File: src/pbre_pkg.sv
// Shared types and constants of the PackBits row encoder.
package pbre_pkg;

    // Longest run or literal stretch that one header may describe.
    localparam int MAX_SPAN = 128;
    localparam int LEN_W    = $clog2(MAX_SPAN + 1);
    localparam int ADDR_W   = $clog2(MAX_SPAN);

    typedef logic [7:0]        t_byte;
    typedef logic [LEN_W-1:0]  t_len;
    typedef logic [ADDR_W-1:0] t_addr;

    typedef enum logic [3:0] {
        ST_IDLE,
        ST_TAKE,
        ST_CHK,
        ST_ROW_END,
        ST_RUN_HDR,
        ST_RUN_VAL,
        ST_LIT_HDR,
        ST_LIT_DAT,
        ST_FIN
    } t_state;

    // Request from the sequencer to the word packer.
    typedef struct packed {
        logic  push;
        logic  flush;
        logic  flush_last;
        t_byte data;
    } t_pack_cmd;

endpackage

File: src/pbre_if.sv
// Stream interfaces for the raw byte input and the packed word output.
interface pbre_in_if;
    logic            valid;
    logic            ready;
    pbre_pkg::t_byte in_byte;
    logic            in_last;

    modport source (output valid, output in_byte, output in_last, input ready);
    modport sink   (input valid, input in_byte, input in_last, output ready);
endinterface

interface pbre_out_if;
    logic            valid;
    logic            ready;
    pbre_pkg::t_byte out_byte0;
    pbre_pkg::t_byte out_byte1;
    pbre_pkg::t_byte out_byte2;
    pbre_pkg::t_byte out_byte3;
    logic [2:0]      out_count;
    logic            out_last;

    modport source (output valid, output out_byte0, output out_byte1, output out_byte2,
                    output out_byte3, output out_count, output out_last, input ready);
    modport sink   (input valid, input out_byte0, input out_byte1, input out_byte2,
                    input out_byte3, input out_count, input out_last, output ready);
endinterface

File: src/pbre_ram.sv
// Generic single-write, single-read RAM with registered read data.
module pbre_ram #(
    parameter int WIDTH = 8,
    parameter int DEPTH = 128
) (
    input  logic                     i_clk,
    input  logic                     i_we,
    input  logic [$clog2(DEPTH)-1:0] i_waddr,
    input  logic [WIDTH-1:0]         i_wdata,
    input  logic                     i_re,
    input  logic [$clog2(DEPTH)-1:0] i_raddr,
    output logic [WIDTH-1:0]         o_rdata
);

    logic [WIDTH-1:0] r_mem [DEPTH];
    logic [WIDTH-1:0] r_rdata;

    always_ff @(posedge i_clk) begin
        if (i_we) begin
            r_mem[i_waddr] <= i_wdata;
        end
        if (i_re) begin
            r_rdata <= r_mem[i_raddr];
        end
    end

    assign o_rdata = r_rdata;

endmodule

File: src/pbre_packer.sv
// Packs coded bytes four to a word and holds the word in the output register.
module pbre_packer (
    input  logic                i_clk,
    input  logic                i_rst_n,
    input  pbre_pkg::t_pack_cmd i_cmd,
    output logic                o_ack,
    pbre_out_if.source          o_out
);

    pbre_pkg::t_byte r_buf [4];
    logic [2:0]      r_fill;
    pbre_pkg::t_byte r_ob  [4];
    logic [2:0]      r_ocnt;
    logic            r_olast;
    logic            r_ovalid;

    logic            w_full;
    logic            w_out_free;
    logic            w_need_flush;
    logic            w_emit_push;
    logic            w_emit_flush;
    logic            w_emit;
    pbre_pkg::t_byte w_masked [4];

    // A full word waits for the next byte or for the end of the item, so that
    // the final word of a row can still be marked as last.
    always_comb begin
        w_full       = (r_fill == 3'd4);
        w_out_free   = !r_ovalid || o_out.ready;
        w_need_flush = i_cmd.flush_last ? (r_fill != 3'd0) : w_full;
        if (i_cmd.push) begin
            o_ack = !w_full || w_out_free;
        end else if (i_cmd.flush) begin
            o_ack = !w_need_flush || w_out_free;
        end else begin
            o_ack = 1'b0;
        end
        w_emit_push  = i_cmd.push && w_full && w_out_free;
        w_emit_flush = !i_cmd.push && i_cmd.flush && w_need_flush && w_out_free;
        w_emit       = w_emit_push || w_emit_flush;
        for (int k = 0; k < 4; k++) begin
            w_masked[k] = (3'(k) < r_fill) ? r_buf[k] : 8'd0;
        end
    end

    always_ff @(posedge i_clk) begin
        if (!i_rst_n) begin
            r_fill   <= 3'd0;
            r_ovalid <= 1'b0;
        end else begin
            if (i_cmd.push && o_ack) begin
                r_fill <= w_full ? 3'd1 : r_fill + 3'd1;
            end else if (w_emit_flush) begin
                r_fill <= 3'd0;
            end
            if (w_emit) begin
                r_ovalid <= 1'b1;
            end else if (o_out.ready) begin
                r_ovalid <= 1'b0;
            end
        end
    end

    always_ff @(posedge i_clk) begin
        if (i_cmd.push && o_ack) begin
            if (w_full) begin
                r_buf[0] <= i_cmd.data;
            end else begin
                r_buf[r_fill[1:0]] <= i_cmd.data;
            end
        end
        if (w_emit) begin
            r_ob    <= w_masked;
            r_ocnt  <= r_fill;
            r_olast <= w_emit_flush && i_cmd.flush_last;
        end
    end

    assign o_out.valid     = r_ovalid;
    assign o_out.out_byte0 = r_ob[0];
    assign o_out.out_byte1 = r_ob[1];
    assign o_out.out_byte2 = r_ob[2];
    assign o_out.out_byte3 = r_ob[3];
    assign o_out.out_count = r_ocnt;
    assign o_out.out_last  = r_olast;

endmodule

File: src/packbits_row_encoder.sv
// Top level of the PackBits row encoder: classification sequencer and literal store.
//
//   Channel  Direction  Transfer moves                       Handshake
//   i_in     sink       in_byte, in_last (one raw byte)      valid / ready
//   o_out    source     out_byte0..3, out_count, out_last    valid / ready
//
// One raw byte passes through accept, classify, cap check and word check, and each
// coded byte it releases into the packer is pushed in a state of its own; a literal
// flush sends its header, then reads the store one entry a cycle while the packer
// accepts. At the last byte of a row the row-end state takes in each leftover
// lookahead byte, comes before each flush started there, and closes the row.
// A coded byte that follows a full word, and the word flush at the end of an
// item, wait while the packer's output register holds an untransferred word.
// Reset (i_rst_n low, synchronous) empties the lookahead, the pending run,
// the pending literal and the packer; the literal store needs no clearing.
// i_in.ready is high only while the sequencer is idle.
module packbits_row_encoder (
    input  logic       i_clk,
    input  logic       i_rst_n,
    pbre_in_if.sink    i_in,
    pbre_out_if.source o_out
);

    pbre_pkg::t_state    r_state, n_state;
    pbre_pkg::t_state    r_ret,   n_ret;
    pbre_pkg::t_byte     r_cur,   n_cur;
    logic                r_last,  n_last;
    pbre_pkg::t_byte     r_la0,   n_la0;
    pbre_pkg::t_byte     r_la1,   n_la1;
    logic [1:0]          r_fill,  n_fill;
    pbre_pkg::t_len      r_lit_len, n_lit_len;
    pbre_pkg::t_byte     r_run_val, n_run_val;
    pbre_pkg::t_len      r_run_len, n_run_len;
    logic                r_in_run,  n_in_run;
    pbre_pkg::t_addr     r_idx,     n_idx;

    pbre_pkg::t_pack_cmd w_cmd;
    logic                w_ack;
    logic                w_we;
    pbre_pkg::t_addr     w_waddr;
    pbre_pkg::t_byte     w_wdata;
    logic                w_re;
    pbre_pkg::t_addr     w_raddr;
    pbre_pkg::t_byte     w_rdata;

    logic                w_triple;
    logic                w_lit_full;
    logic                w_run_full;
    logic                w_lit_done;

    assign w_triple   = (r_la0 == r_la1) && (r_la1 == r_cur);
    assign w_lit_full = (r_lit_len == pbre_pkg::t_len'(pbre_pkg::MAX_SPAN));
    assign w_run_full = r_in_run && (r_run_len >= pbre_pkg::t_len'(pbre_pkg::MAX_SPAN));
    assign w_lit_done = ((pbre_pkg::t_len'(r_idx) + pbre_pkg::t_len'(1)) == r_lit_len);

    assign i_in.ready = (r_state == pbre_pkg::ST_IDLE);

    // Literal store: one entry per byte of the pending literal stretch.
    pbre_ram #(
        .WIDTH (8),
        .DEPTH (pbre_pkg::MAX_SPAN)
    ) u_lit_ram (
        .i_clk   (i_clk),
        .i_we    (w_we),
        .i_waddr (w_waddr),
        .i_wdata (w_wdata),
        .i_re    (w_re),
        .i_raddr (w_raddr),
        .o_rdata (w_rdata)
    );

    pbre_packer u_packer (
        .i_clk   (i_clk),
        .i_rst_n (i_rst_n),
        .i_cmd   (w_cmd),
        .o_ack   (w_ack),
        .o_out   (o_out)
    );

    // Next state. Flushes of a run or a literal are subroutines that return to
    // the state held in r_ret.
    always_comb begin
        n_state = r_state;
        n_ret   = r_ret;
        unique case (r_state)
            pbre_pkg::ST_IDLE: begin
                if (i_in.valid) begin
                    n_state = pbre_pkg::ST_TAKE;
                end
            end
            pbre_pkg::ST_TAKE: begin
                n_state = pbre_pkg::ST_CHK;
                if (r_in_run) begin
                    if (r_cur != r_run_val) begin
                        n_state = pbre_pkg::ST_RUN_HDR;
                        n_ret   = pbre_pkg::ST_CHK;
                    end
                end else if (r_fill == 2'd2 && w_triple && r_lit_len != '0) begin
                    n_state = pbre_pkg::ST_LIT_HDR;
                    n_ret   = pbre_pkg::ST_CHK;
                end
            end
            pbre_pkg::ST_CHK: begin
                if (w_lit_full) begin
                    n_state = pbre_pkg::ST_LIT_HDR;
                    n_ret   = pbre_pkg::ST_CHK;
                end else if (w_run_full) begin
                    n_state = pbre_pkg::ST_RUN_HDR;
                    n_ret   = pbre_pkg::ST_CHK;
                end else if (r_last) begin
                    n_state = pbre_pkg::ST_ROW_END;
                end else begin
                    n_state = pbre_pkg::ST_FIN;
                end
            end
            pbre_pkg::ST_ROW_END: begin
                if (r_in_run) begin
                    n_state = pbre_pkg::ST_RUN_HDR;
                    n_ret   = pbre_pkg::ST_ROW_END;
                end else if (w_lit_full) begin
                    n_state = pbre_pkg::ST_LIT_HDR;
                    n_ret   = pbre_pkg::ST_ROW_END;
                end else if (r_fill != 2'd0) begin
                    n_state = pbre_pkg::ST_ROW_END;
                end else if (r_lit_len != '0) begin
                    n_state = pbre_pkg::ST_LIT_HDR;
                    n_ret   = pbre_pkg::ST_FIN;
                end else begin
                    n_state = pbre_pkg::ST_FIN;
                end
            end
            pbre_pkg::ST_RUN_HDR: begin
                if (w_ack) begin
                    n_state = pbre_pkg::ST_RUN_VAL;
                end
            end
            pbre_pkg::ST_RUN_VAL: begin
                if (w_ack) begin
                    n_state = r_ret;
                end
            end
            pbre_pkg::ST_LIT_HDR: begin
                if (w_ack) begin
                    n_state = pbre_pkg::ST_LIT_DAT;
                end
            end
            pbre_pkg::ST_LIT_DAT: begin
                if (w_ack && w_lit_done) begin
                    n_state = r_ret;
                end
            end
            pbre_pkg::ST_FIN: begin
                if (w_ack) begin
                    n_state = pbre_pkg::ST_IDLE;
                end
            end
            default: begin
                n_state = pbre_pkg::ST_IDLE;
            end
        endcase
    end

    // Datapath updates, packer requests and literal store ports.
    always_comb begin
        n_cur     = r_cur;
        n_last    = r_last;
        n_la0     = r_la0;
        n_la1     = r_la1;
        n_fill    = r_fill;
        n_lit_len = r_lit_len;
        n_run_val = r_run_val;
        n_run_len = r_run_len;
        n_in_run  = r_in_run;
        n_idx     = r_idx;
        w_cmd     = '0;
        w_we      = 1'b0;
        w_waddr   = r_lit_len[pbre_pkg::ADDR_W-1:0];
        w_wdata   = r_la0;
        w_re      = 1'b0;
        w_raddr   = '0;
        unique case (r_state)
            pbre_pkg::ST_IDLE: begin
                if (i_in.valid) begin
                    n_cur  = i_in.in_byte;
                    n_last = i_in.in_last;
                end
            end
            pbre_pkg::ST_TAKE: begin
                if (r_in_run) begin
                    if (r_cur == r_run_val) begin
                        n_run_len = r_run_len + pbre_pkg::t_len'(1);
                    end else begin
                        // The run ends; this byte opens a fresh lookahead.
                        n_la0  = r_cur;
                        n_fill = 2'd1;
                    end
                end else if (r_fill == 2'd0) begin
                    n_la0  = r_cur;
                    n_fill = 2'd1;
                end else if (r_fill == 2'd1) begin
                    n_la1  = r_cur;
                    n_fill = 2'd2;
                end else if (w_triple) begin
                    n_run_val = r_cur;
                    n_run_len = pbre_pkg::t_len'(3);
                    n_in_run  = 1'b1;
                    n_fill    = 2'd0;
                end else begin
                    // The oldest lookahead byte cannot start a triple any more.
                    w_we      = 1'b1;
                    n_lit_len = r_lit_len + pbre_pkg::t_len'(1);
                    n_la0     = r_la1;
                    n_la1     = r_cur;
                end
            end
            pbre_pkg::ST_ROW_END: begin
                if (!r_in_run && !w_lit_full && r_fill != 2'd0) begin
                    // At the row end the leftover lookahead joins the literal.
                    w_we      = 1'b1;
                    n_lit_len = r_lit_len + pbre_pkg::t_len'(1);
                    n_la0     = r_la1;
                    n_fill    = r_fill - 2'd1;
                end
            end
            pbre_pkg::ST_RUN_HDR: begin
                w_cmd.push = 1'b1;
                w_cmd.data = 8'd1 - pbre_pkg::t_byte'(r_run_len);
            end
            pbre_pkg::ST_RUN_VAL: begin
                w_cmd.push = 1'b1;
                w_cmd.data = r_run_val;
                if (w_ack) begin
                    n_in_run  = 1'b0;
                    n_run_len = '0;
                end
            end
            pbre_pkg::ST_LIT_HDR: begin
                w_cmd.push = 1'b1;
                w_cmd.data = pbre_pkg::t_byte'(r_lit_len) - 8'd1;
                if (w_ack) begin
                    w_re  = 1'b1;
                    n_idx = '0;
                end
            end
            pbre_pkg::ST_LIT_DAT: begin
                w_cmd.push = 1'b1;
                w_cmd.data = w_rdata;
                if (w_ack) begin
                    if (w_lit_done) begin
                        n_lit_len = '0;
                    end else begin
                        // Fetch the next entry only once the current one is taken.
                        w_re    = 1'b1;
                        w_raddr = r_idx + pbre_pkg::t_addr'(1);
                        n_idx   = r_idx + pbre_pkg::t_addr'(1);
                    end
                end
            end
            pbre_pkg::ST_FIN: begin
                w_cmd.flush      = 1'b1;
                w_cmd.flush_last = r_last;
            end
            pbre_pkg::ST_CHK: begin
            end
            default: begin
            end
        endcase
    end

    always_ff @(posedge i_clk) begin
        if (!i_rst_n) begin
            r_state   <= pbre_pkg::ST_IDLE;
            r_ret     <= pbre_pkg::ST_IDLE;
            r_fill    <= 2'd0;
            r_lit_len <= '0;
            r_run_len <= '0;
            r_in_run  <= 1'b0;
        end else begin
            r_state   <= n_state;
            r_ret     <= n_ret;
            r_fill    <= n_fill;
            r_lit_len <= n_lit_len;
            r_run_len <= n_run_len;
            r_in_run  <= n_in_run;
        end
    end

    always_ff @(posedge i_clk) begin
        r_cur     <= n_cur;
        r_last    <= n_last;
        r_la0     <= n_la0;
        r_la1     <= n_la1;
        r_run_val <= n_run_val;
        r_idx     <= n_idx;
    end

`ifndef SYNTH
    // The literal stretch never outgrows its store.
    a_lit_bound: assert property (@(posedge i_clk) disable iff (!i_rst_n)
        r_lit_len <= pbre_pkg::t_len'(pbre_pkg::MAX_SPAN))
        else $error("literal length exceeds the store depth");

    // While a run is pending, at most the byte that broke it waits in lookahead.
    a_run_lookahead: assert property (@(posedge i_clk) disable iff (!i_rst_n)
        r_in_run |-> (r_fill <= 2'd1))
        else $error("run pending with two lookahead bytes");

    // Between items no capped run or full literal is left behind.
    a_idle_caps: assert property (@(posedge i_clk) disable iff (!i_rst_n)
        (r_state == pbre_pkg::ST_IDLE) |-> (!w_run_full && !w_lit_full))
        else $error("capped span left pending at idle");

    // A word is never shown with an empty or impossible count.
    a_out_count: assert property (@(posedge i_clk) disable iff (!i_rst_n)
        o_out.valid |-> (o_out.out_count != 3'd0 && o_out.out_count <= 3'd4))
        else $error("output word with bad byte count");
`endif

endmodule
File: src/flat_wrapper.sv
// flat-port wrapper written by rule: the top's interface ports become plain ports
module packbits_row_encoder_flat 
  (i_clk, i_rst_n, i_in_valid, i_in_in_byte, i_in_in_last, i_in_ready, o_out_valid, o_out_out_byte0, o_out_out_byte1, o_out_out_byte2, o_out_out_byte3, o_out_out_count, o_out_out_last, o_out_ready);
  pbre_in_if i_in_i ();
  pbre_out_if o_out_i ();
  input  logic i_clk;
  input  logic i_rst_n;
  input wire logic [$bits(i_in_i.valid)-1:0] i_in_valid;
  input wire logic [$bits(i_in_i.in_byte)-1:0] i_in_in_byte;
  input wire logic [$bits(i_in_i.in_last)-1:0] i_in_in_last;
  output wire logic [$bits(i_in_i.ready)-1:0] i_in_ready;
  output wire logic [$bits(o_out_i.valid)-1:0] o_out_valid;
  output wire logic [$bits(o_out_i.out_byte0)-1:0] o_out_out_byte0;
  output wire logic [$bits(o_out_i.out_byte1)-1:0] o_out_out_byte1;
  output wire logic [$bits(o_out_i.out_byte2)-1:0] o_out_out_byte2;
  output wire logic [$bits(o_out_i.out_byte3)-1:0] o_out_out_byte3;
  output wire logic [$bits(o_out_i.out_count)-1:0] o_out_out_count;
  output wire logic [$bits(o_out_i.out_last)-1:0] o_out_out_last;
  input wire logic [$bits(o_out_i.ready)-1:0] o_out_ready;
  assign i_in_i.valid = i_in_valid;
  assign i_in_i.in_byte = i_in_in_byte;
  assign i_in_i.in_last = i_in_in_last;
  assign i_in_ready = i_in_i.ready;
  assign o_out_valid = o_out_i.valid;
  assign o_out_out_byte0 = o_out_i.out_byte0;
  assign o_out_out_byte1 = o_out_i.out_byte1;
  assign o_out_out_byte2 = o_out_i.out_byte2;
  assign o_out_out_byte3 = o_out_i.out_byte3;
  assign o_out_out_count = o_out_i.out_count;
  assign o_out_out_last = o_out_i.out_last;
  assign o_out_i.ready = o_out_ready;
  packbits_row_encoder u_core (.i_clk(i_clk), .i_rst_n(i_rst_n), .i_in(i_in_i), .o_out(o_out_i));
endmodule
File: config.mk
export PLATFORM = sky130hd
export DESIGN_NAME = packbits_row_encoder_flat
export DESIGN_NICKNAME = d
export VERILOG_FILES = /design/src/pbre_pkg.sv /design/src/pbre_if.sv /design/src/pbre_ram.sv /design/src/pbre_packer.sv /design/src/packbits_row_encoder.sv /design/src/flat_wrapper.sv
export SDC_FILE = /design/constraint.sdc
export NUM_CORES = 2
export LEC_CHECK = 0
export ABC_AREA = 0
export BUFFER_PORTS_ARGS = -buffer_cell sky130_fd_sc_hd__buf_4
export CAP_MARGIN = 20
export CORE_UTILIZATION = 50
export CTS_CLUSTER_DIAMETER = 80
export CTS_CLUSTER_SIZE = 24
export DETAILED_ROUTE_END_ITERATION = 10
export GPL_ROUTABILITY_DRIVEN = 1
export PLACE_DENSITY = 0.71
export SLEW_MARGIN = 20
export SYNTH_ARGS = -nofsm -noshare
export SYNTH_HDL_FRONTEND = slang
export SYNTH_SLANG_ARGS = --single-unit
File: constraint.sdc
create_clock -name i_clk -period 4.6 [get_ports i_clk]
set_clock_uncertainty 0.05 [all_clocks]
set_input_delay 0.46 -clock i_clk [delete_from_list [all_inputs] [get_ports i_clk]]
set_output_delay 0.46 -clock i_clk [all_outputs]
set_load 0.05 [all_outputs]
# ---- Word level (Yosys, flattened, before mapping)
# Memories as Yosys holds them, arrays and structs flattened. A register that Yosys moved wholly into a read port is not among the register bits.
# Index checks and enable logic that the tools add are counted.
dict set report op_classes {
  n_addsub 8
  multipliers 0
  div_mod_pow 0
  order_cmp 5
  n_eq_ne 45
  shift 0
  muxes 103
  bitwise 3
  reduce_logical 53
}
# op n
set op_table {}
lappend op_table {{two-way mux 8 bit} 22}
lappend op_table {{two-way mux 4 bit} 23}
lappend op_table {{two-way mux 7 bit} 6}
lappend op_table {{one-hot mux 4 bit (9 select lines)} 1}
lappend op_table {{equality test 8 bit} 4}
lappend op_table {{one-hot mux 8 bit (2 select lines)} 2}
lappend op_table {{one-hot mux 8 bit (4 select lines)} 1}
lappend op_table {{two-way mux 1 bit} 28}
lappend op_table {{inequality test 2 bit, second input constant} 12}
lappend op_table {{one-hot mux 8 bit (3 select lines)} 1}
lappend op_table {{AND reduction 6 bit} 3}
lappend op_table {{adder 8 x 1 -> 8 bit, second input constant} 2}
lappend op_table {{equality test 4 x 3 -> 1 bit, second input constant} 4}
lappend op_table {{two-way mux 2 bit} 8}
lappend op_table {{two-way mux 3 bit} 5}
lappend op_table {{logical AND 1 bit} 14}
lappend op_table {{one-hot mux 7 bit (2 select lines)} 1}
lappend op_table {{one-hot mux 4 bit (3 select lines)} 1}
lappend op_table {{AND reduction 4 bit} 3}
lappend op_table {{nonzero test 2 bit} 6}
lappend op_table {{zero test 1 bit} 10}
lappend op_table {{AND reduction 5 bit} 2}
lappend op_table {{inequality test 3 x 1 -> 1 bit, second input constant} 3}
lappend op_table {{inequality test 3 bit, second input constant} 3}
lappend op_table {{35 further kinds} 52}
dict set report totals {
  reg_bits 75
  latchBits 0
  mem_bits_rw 1056
  mem_bits_ro 0
  input_bits 13
  out_inout_bits 38
  wordCells 235
  mem_count 2
}
# name words word_bits read_ports rd_ports_with_merged_regs write_ports line_no
set mem_list {}
lappend mem_list {u_core.u_lit_ram.r_mem 128 8 1 1 1 pbre_ram.sv:15} ;# logic [WIDTH-1:0] r_mem [DEPTH];
lappend mem_list {u_core.u_packer.r_buf 4 8 4 4 1 pbre_packer.sv:10} ;# pbre_pkg::t_byte r_buf [4];

# ---- Logic depth before layout (Yosys ltp)
dict set report depth {
  ltp_word 12
  depth_mapped 16
  ltp_nobuf 12
}

# ---- By module
# From an unflattened synthesis, not the netlist that was laid out.
dict set report unflattened {
  hier_cells 2193
  hier_area_um2 46463.3
}
# module n_inst cells_per_inst area_per_inst_um2 seq_area_each_um2
set by_module_without_submodules {}
lappend by_module_without_submodules {pbre_ram 1 1635 39745.6 30989.7}
lappend by_module_without_submodules {packbits_row_encoder 1 412 4108.9 1721.7}
lappend by_module_without_submodules {pbre_packer 1 146 2608.8 2122.0}

# ---- Least setup slack after synthesis
# No wires, ideal clock.
dict set report synth_path {
  kind {reg-to-reg}
  startpoint {register u_core.r_la0[7]}
  endpoint {memory u_core.u_lit_ram.r_mem[127][0] (enable)}
  setup_ns 0.371
  arrival_ns 3.655
  required_ns 4.179
  path_slack_ns 0.524
  path_stages_with_launch 10
  path_buffers 1
  period_less_slack_ns 4.076
  cell_sequence {edfxtp_1 > nor3_1 > o22ai_1 > nor4_1 > o31ai_1 > nand3_1 > nor2_1 > nand3_1 > clkbuf_1 > nor2_1}
}
dict set report synth_via {
  elab_chain_len 9
}
# item line_no
set synth_rtl {}
lappend synth_rtl {{start, declared} packbits_row_encoder.sv:28} ;# pbre_pkg::t_byte r_la0, n_la0;
lappend synth_rtl {{start signal, assigned} packbits_row_encoder.sv:291} ;# r_la0 <= n_la0;
lappend synth_rtl {{equality test 8 bit} packbits_row_encoder.sv:51} ;# assign w_triple = (r_la0 == r_la1) && (r_la1 == r_cur);
lappend synth_rtl {{logical AND 1 bit} packbits_row_encoder.sv:51}
lappend synth_rtl {{two-way mux 1 bit} packbits_row_encoder.sv:203} ;# end else if (w_triple) begin
lappend synth_rtl {{two-way mux 1 bit} packbits_row_encoder.sv:200} ;# end else if (r_fill == 2'd1) begin
lappend synth_rtl {{two-way mux 1 bit} packbits_row_encoder.sv:197} ;# end else if (r_fill == 2'd0) begin
lappend synth_rtl {{two-way mux 1 bit} packbits_row_encoder.sv:189} ;# if (r_in_run) begin
lappend synth_rtl {{one-hot mux 1 bit (2 select lines)} packbits_row_encoder.sv:181} ;# unique case (r_state)
lappend synth_rtl {{two-way mux 1 bit} pbre_ram.sv:19} ;# if (i_we) begin
lappend synth_rtl {{two-way mux 1 bit (not written as such)} pbre_ram.sv:20} ;# r_mem[i_waddr] <= i_wdata;
lappend synth_rtl {{end, declared} pbre_ram.sv:15}
# No other way between the ends.

# ---- Worst setup path after layout
dict set report layout_path {
  startpoint {register u_core.u_packer.r_fill[0]}
  endpoint {register u_core.u_lit_ram.r_rdata[3], in the netlist u_core.u_lit_ram.o_rdata[3], read port of u_core.u_lit_ram.r_mem (data pin)}
}
dict set report layout_via {
  elab_chain_len 8
  elab_cells_between_ends 14
  classes_between {eq/ne (1); mux (8); reduce/logical (5)}
}
# item line_no
set layout_rtl {}
lappend layout_rtl {{start, declared} pbre_packer.sv:11} ;# logic [2:0] r_fill;
lappend layout_rtl {{start signal, assigned} pbre_packer.sv:52} ;# r_fill <= w_full ? 3'd1 : r_fill + 3'd1;
lappend layout_rtl {{equality test 3 bit or nonzero test 3 bit (tied branches)} {pbre_packer.sv:28, pbre_packer.sv:30}}
lappend layout_rtl {{two-way mux 1 bit} pbre_packer.sv:30} ;# w_need_flush = i_cmd.flush_last ? (r_fill != 3'd0) : w_full;
lappend layout_rtl {{zero test 1 bit} pbre_packer.sv:34} ;# o_ack = !w_need_flush || w_out_free;
lappend layout_rtl {{logical OR 1 bit} pbre_packer.sv:34}
lappend layout_rtl {{two-way mux 1 bit} pbre_packer.sv:33} ;# end else if (i_cmd.flush) begin
lappend layout_rtl {{two-way mux 1 bit (*)} pbre_packer.sv:31} ;# if (i_cmd.push) begin
lappend layout_rtl {{two-way mux 1 bit (tied with other cells)} packbits_row_encoder.sv:248} ;# if (w_ack) begin
lappend layout_rtl {{one-hot mux 1 bit (2 select lines) or two-way mux 7 bit (tied branches)} packbits_row_encoder.sv:181}
lappend layout_rtl {{end, declared} pbre_ram.sv:16} ;# logic [WIDTH-1:0] r_rdata;
# Mark *: on every way between the ends. The rest lies on a longest branch, timed or not.
# A chain may end at the register's enable or synchronous reset.

==> reports/summary.md <==
For the number of setup buffers added after CTS, the log shows 0. The most common cell in the synthesized netlist is sky130_fd_sc_hd__edfxtp_1. Dividing total power by cell area gives a power density of 421 mW/mm^2. Of all nets on the critical path, the largest fanout is 37.

The worst setup path is launched from a register. Counting every net in the synthesized netlist gives 3446. The number of antenna diodes in the final layout is 0. Dividing the detail-routed wire length by the instance count gives 26.9 um.

In this run the most used layer during global routing was met2. Combinational logic burns 13.3% of the power. The required time of the critical path is 5110 ps, and the arrival time of data at the critical path endpoint is 4820 ps. In this run the static leakage power is 17.3 nW. Synthesis instantiated 88 different standard cells from the library. The run gives 680 ps as the clock latency of the later-clocked register in the worst-skew pair. Grouping stages by cell kind, the critical path spends the most delay in simple AND/OR/NAND/NOR gates.

The reg-to-reg endpoint was u_core.u_lit_ram.o_rdata[3]. The number of global-route vias before repair came out at 28672. Of all flip-flops after synthesis, the portion carrying an async set or reset was 0%. Ratio of final minimum period to clock period: 93.9%.

Net switching is 26.5% of the power. For the pin with the worst max-slew slack, the measured transition is 1260 ps. The share of final-layout standard cells stronger than drive strength 1 is 10.8%. The final number of max-transition violations is 0, and the clock net sink count is 1170. After synthesis the netlist holds a flip-flop and latch count of 1170. In this run the most critical hold path is launched from i_rst_n.

The tools report the initial antenna violation count as 0. The flow ran to the end, and the final reports show no timing, DRC or antenna violations. The number of non-filler instances in the completed layout was 4768. The clock passes through at most 3 buffers. In this run the number of H-tree levels came out at 2. In the global route stage, met2 resource usage came out at 40.2%.

The clock root buffer master was sky130_fd_sc_hd__clkbuf_16. Static timing analysis puts the maximum clock frequency at 0.232 GHz. The largest individual stage delay along the critical path comes from the cell sky130_fd_sc_hd__or4_1. The path with the worst hold slack has its endpoint at u_core.r_state[3]. The wire-length estimate of the detail-placed layout is 81200 um. Entering global routing, the biggest net connects 80 pins. Buffers placed on the I/O ports in this run total 50.

The least setup slack across all paths after layout was 282 ps. Using the TritonRoute via totals, the vias-per-cell ratio works out to 6.32. TritonCTS built the clock tree. The share of synthesized area in the top cell type comes to 71.8%. The synthesized design contains 1140 enable-type register cells. The logic depth of the worst register-to-register path is 13, and the maximum ir drop on the vdd rail is 0.348 mV. Reg-to-reg startpoint: u_core.u_packer.r_fill[0].

The cell repeated most along the worst path was sky130_fd_sc_hd__buf_12. Relative to the synthesized area, the layout overhead comes to 8.80%. The logs give 3420 for the cell count after synthesis and 60.9% for the share of total power in sequential cells.

On the worst path, the slowest cell contributes a delay of 630 ps. Kind of critical path: reg2reg. For this block, the initial DRC count from the detailed router was 4316.

The floorplan has 112 rows. The analysis attributes to net switching a power of 0.00579 W. The first global-routing pass estimated 188000 um of wire. The critical path goes through inv_1 > ha_1 > and4b_1 > or3_4 > buf_12 > buf_12 > mux2i_1 > a32o_1 > nand3_1 > a31oi_1 > or4_1 > nor3_1 > and3_1. After synthesis, the cell types taking the most area are sky130_fd_sc_hd__edfxtp_1 (72%), sky130_fd_sc_hd__nand2_1 (4.1%), sky130_fd_sc_hd__mux2i_1 (2.9%).

The buffers plus inverters on the worst setup path works out to 3. The final period demand of the worst path was 4320 ps; the total die area was 0.0966 mm^2. The overall routing resource usage was 26.1%.

The starting utilization of the core area is 50.8%. The mean area per synthesized cell came out at 13.9 um^2. The run gives 0 ps as the post-route setup TNS.

At the end of routability-driven placement, the weighted congestion stood at 1.04. The number of warning messages in the yosys log was 0. In this run the tightest slew margin relative to its limit is 15.1%. In the final design database the tool counted 3524 nets. The detailed-router iteration count before antenna repair was 6.

The tools report the number of buffers inserted during clock tree synthesis as 57. Across the run, the number of max-cap violations was 0. The internal power of the cells totals 0.0161 W. The commonest cells after synthesis are sky130_fd_sc_hd__edfxtp_1 (1140), sky130_fd_sc_hd__nand2_1 (517), sky130_fd_sc_hd__nor2_1 (300). Number of placed cells counting well taps: 4684.

The worst register-to-register path has a setup slack of 280 ps. Among all flip-flop cells after synthesis, the most frequent one is sky130_fd_sc_hd__edfxtp_1. The tools report the type of destination of the critical path as a register. Global routing finished with a remaining overflow of 0.

The setup slack at placement was 396 ps. Setup repair after global routing left no endpoint under its margin. The number of nets with antenna violations after detailed routing is 0. After clock tree synthesis, the clock-pin slew on the worst setup and hold paths is 100 ps. The tools report the final count of hold timing violations as 0. Hold path depth: 2. The total area inside the core boundary comes to 0.0939 mm^2. For this block, the via count after detailed routing is 30116. In this run, post-CTS hold repair placed 9 buffers. The mapped cell area was 0.0477 mm^2.

For this run, the register share of the synthesized area comes to 73.0%. The number of gates resized after CTS was 0; the overall routed net length was 128000 um. The met3 track demand over resource was 4.29%.

Share of power burned in the clock network: 25.8%. The library cell occupying the most area in the post-synthesis netlist was sky130_fd_sc_hd__edfxtp_1. For the number of ports placed on the die boundary, the log shows 51.

The vertical die dimension is 311 um, and the remaining routing DRC violations is 0. The min-delay analysis places its worst path in the category in2reg. For the total of endpoints with negative setup slack in the final report, the log shows 0. From left edge to right edge, the die measures 311 um.

The tightest hold margin is 48.6 ps, and the met1 track demand over resource is 37.0%.
sequential cells by signal, summed over array words and instances (netlist names), 4 cells and up:
register,cells
u_core.r_lit_len,8
u_core.r_state,4
u_core.u_packer.o_out.out_byte0,8
u_core.u_lit_ram.o_rdata,8
u_core.u_packer.o_out.out_byte1,8
u_core.r_idx,7
u_core.u_lit_ram.r_mem,1024
u_core.r_la1,8
u_core.r_run_val,8
u_core.u_packer.r_buf,32
u_core.u_packer.o_out.out_byte2,8
u_core.r_cur,8
u_core.r_la0,8
u_core.r_run_len,8
u_core.u_packer.o_out.out_byte3,8
per-layer routing:
layer,vias up,wire [um],part of all wire (%)
met5,-,0,0
met4,0,5730,4.5
met3,292,13100,10
met2,1779,58600,46
met1,14969,50900,40
li1,13076,-,-
worst register-to-register path, delay by kind of cell, from the launching register on:
family	cells	cell delay, ps
AOI/OAI and AO/OA	2	380
adders and majority gates	1	230
buffers and inverters	3	780
DFF	1	380
muxes	1	180
and+or+nand+nor	6	2220
cells in the final DEF, fill, tap and decap left out, types with 30 or more instances in the layout:
| cell | instances |
|---|---|
| sky130_fd_sc_hd__edfxtp_1 | 1140 |
| sky130_fd_sc_hd__a32oi_1 | 68 |
| sky130_fd_sc_hd__dfxtp_1 | 30 |
| sky130_fd_sc_hd__a31oi_1 | 46 |
| sky130_fd_sc_hd__o21ai_0 | 59 |
| sky130_fd_sc_hd__nor3_1 | 68 |
| sky130_fd_sc_hd__mux2i_1 | 137 |
| sky130_fd_sc_hd__a21oi_1 | 160 |
| sky130_fd_sc_hd__nand2_1 | 517 |
| sky130_fd_sc_hd__nand4_1 | 32 |
| sky130_fd_sc_hd__mux2_2 | 66 |
| sky130_fd_sc_hd__o22ai_1 | 88 |
| sky130_fd_sc_hd__nor2b_1 | 34 |
| sky130_fd_sc_hd__clkbuf_16 | 58 |
| sky130_fd_sc_hd__nand3_1 | 140 |
| sky130_fd_sc_hd__buf_4 | 184 |
| sky130_fd_sc_hd__nor2_1 | 300 |
how the worst max path moves through the flow:
stage | to | slack, ps | cells past startpoint | startpoint
floorplan | u_core.u_lit_ram.r_mem[127][0] | 520 | 9 | u_core.r_la0[7]
global placement | u_core.u_lit_ram.o_rdata[3] | 460 | 13 | u_core.u_packer.r_fill[0]
detailed placement | u_core.u_lit_ram.o_rdata[2] | 400 | 12 | u_core.r_idx[1]
CTS | u_core.u_lit_ram.o_rdata[3] | 370 | 13 | u_core.u_packer.r_fill[0]
global route | u_core.u_lit_ram.o_rdata[3] | 170 | 13 | u_core.u_packer.r_fill[1]
finish | u_core.u_lit_ram.o_rdata[3] | 280 | 13 | u_core.u_packer.r_fill[0]
logic make-up after synthesis:
logic type,count (synthesis),synth area share (%)
AOI/OAI and AO/OA,559,7.79
xor gates and xnor gates,38,0.698
adders and majority gates,13,0.341
buffers and inverters,213,2.08
DFF,1170,73.0
muxes,211,4.76
and+or+nand+nor,1216,11.3
metrics by stage:
| stage | util (%) | cell area [um^2] | power, W |
|---|---|---|---|
| CTS | 55.3 | 51900 | 0.0219 |
| detailed placement | 53.5 | 50200 | 0.0164 |
| global route | 55.3 | 51900 | 0.0224 |
| global placement | 53.4 | 50200 | 0.0163 |
| floorplan | - | 47700 | 0.0151 |
| finish | 55.3 | 51900 | 0.0219 |
power by group through the flow:
stage	Clock (W)	Combinational [W]	Sequential (W)
floorplan	0	0.000860	0.0142
global placement	0	0.00280	0.0135
detailed placement	0	0.00289	0.0136
CTS	0.00568	0.00290	0.0133
global route	0.00599	0.00307	0.0133
finish	0.00564	0.00291	0.0133
cell type report:
class	count	area, um^2
flip-flops and latches	1170	34800
multi-input cells	2037	11900
clock buffers	65	1480
inverters	20	75.1
clock inverters	10	136
repair buffers	212	1850
well taps	1254	1570
fillers	7518	42000
No activity file was read; power rests on OpenSTA's default activity.
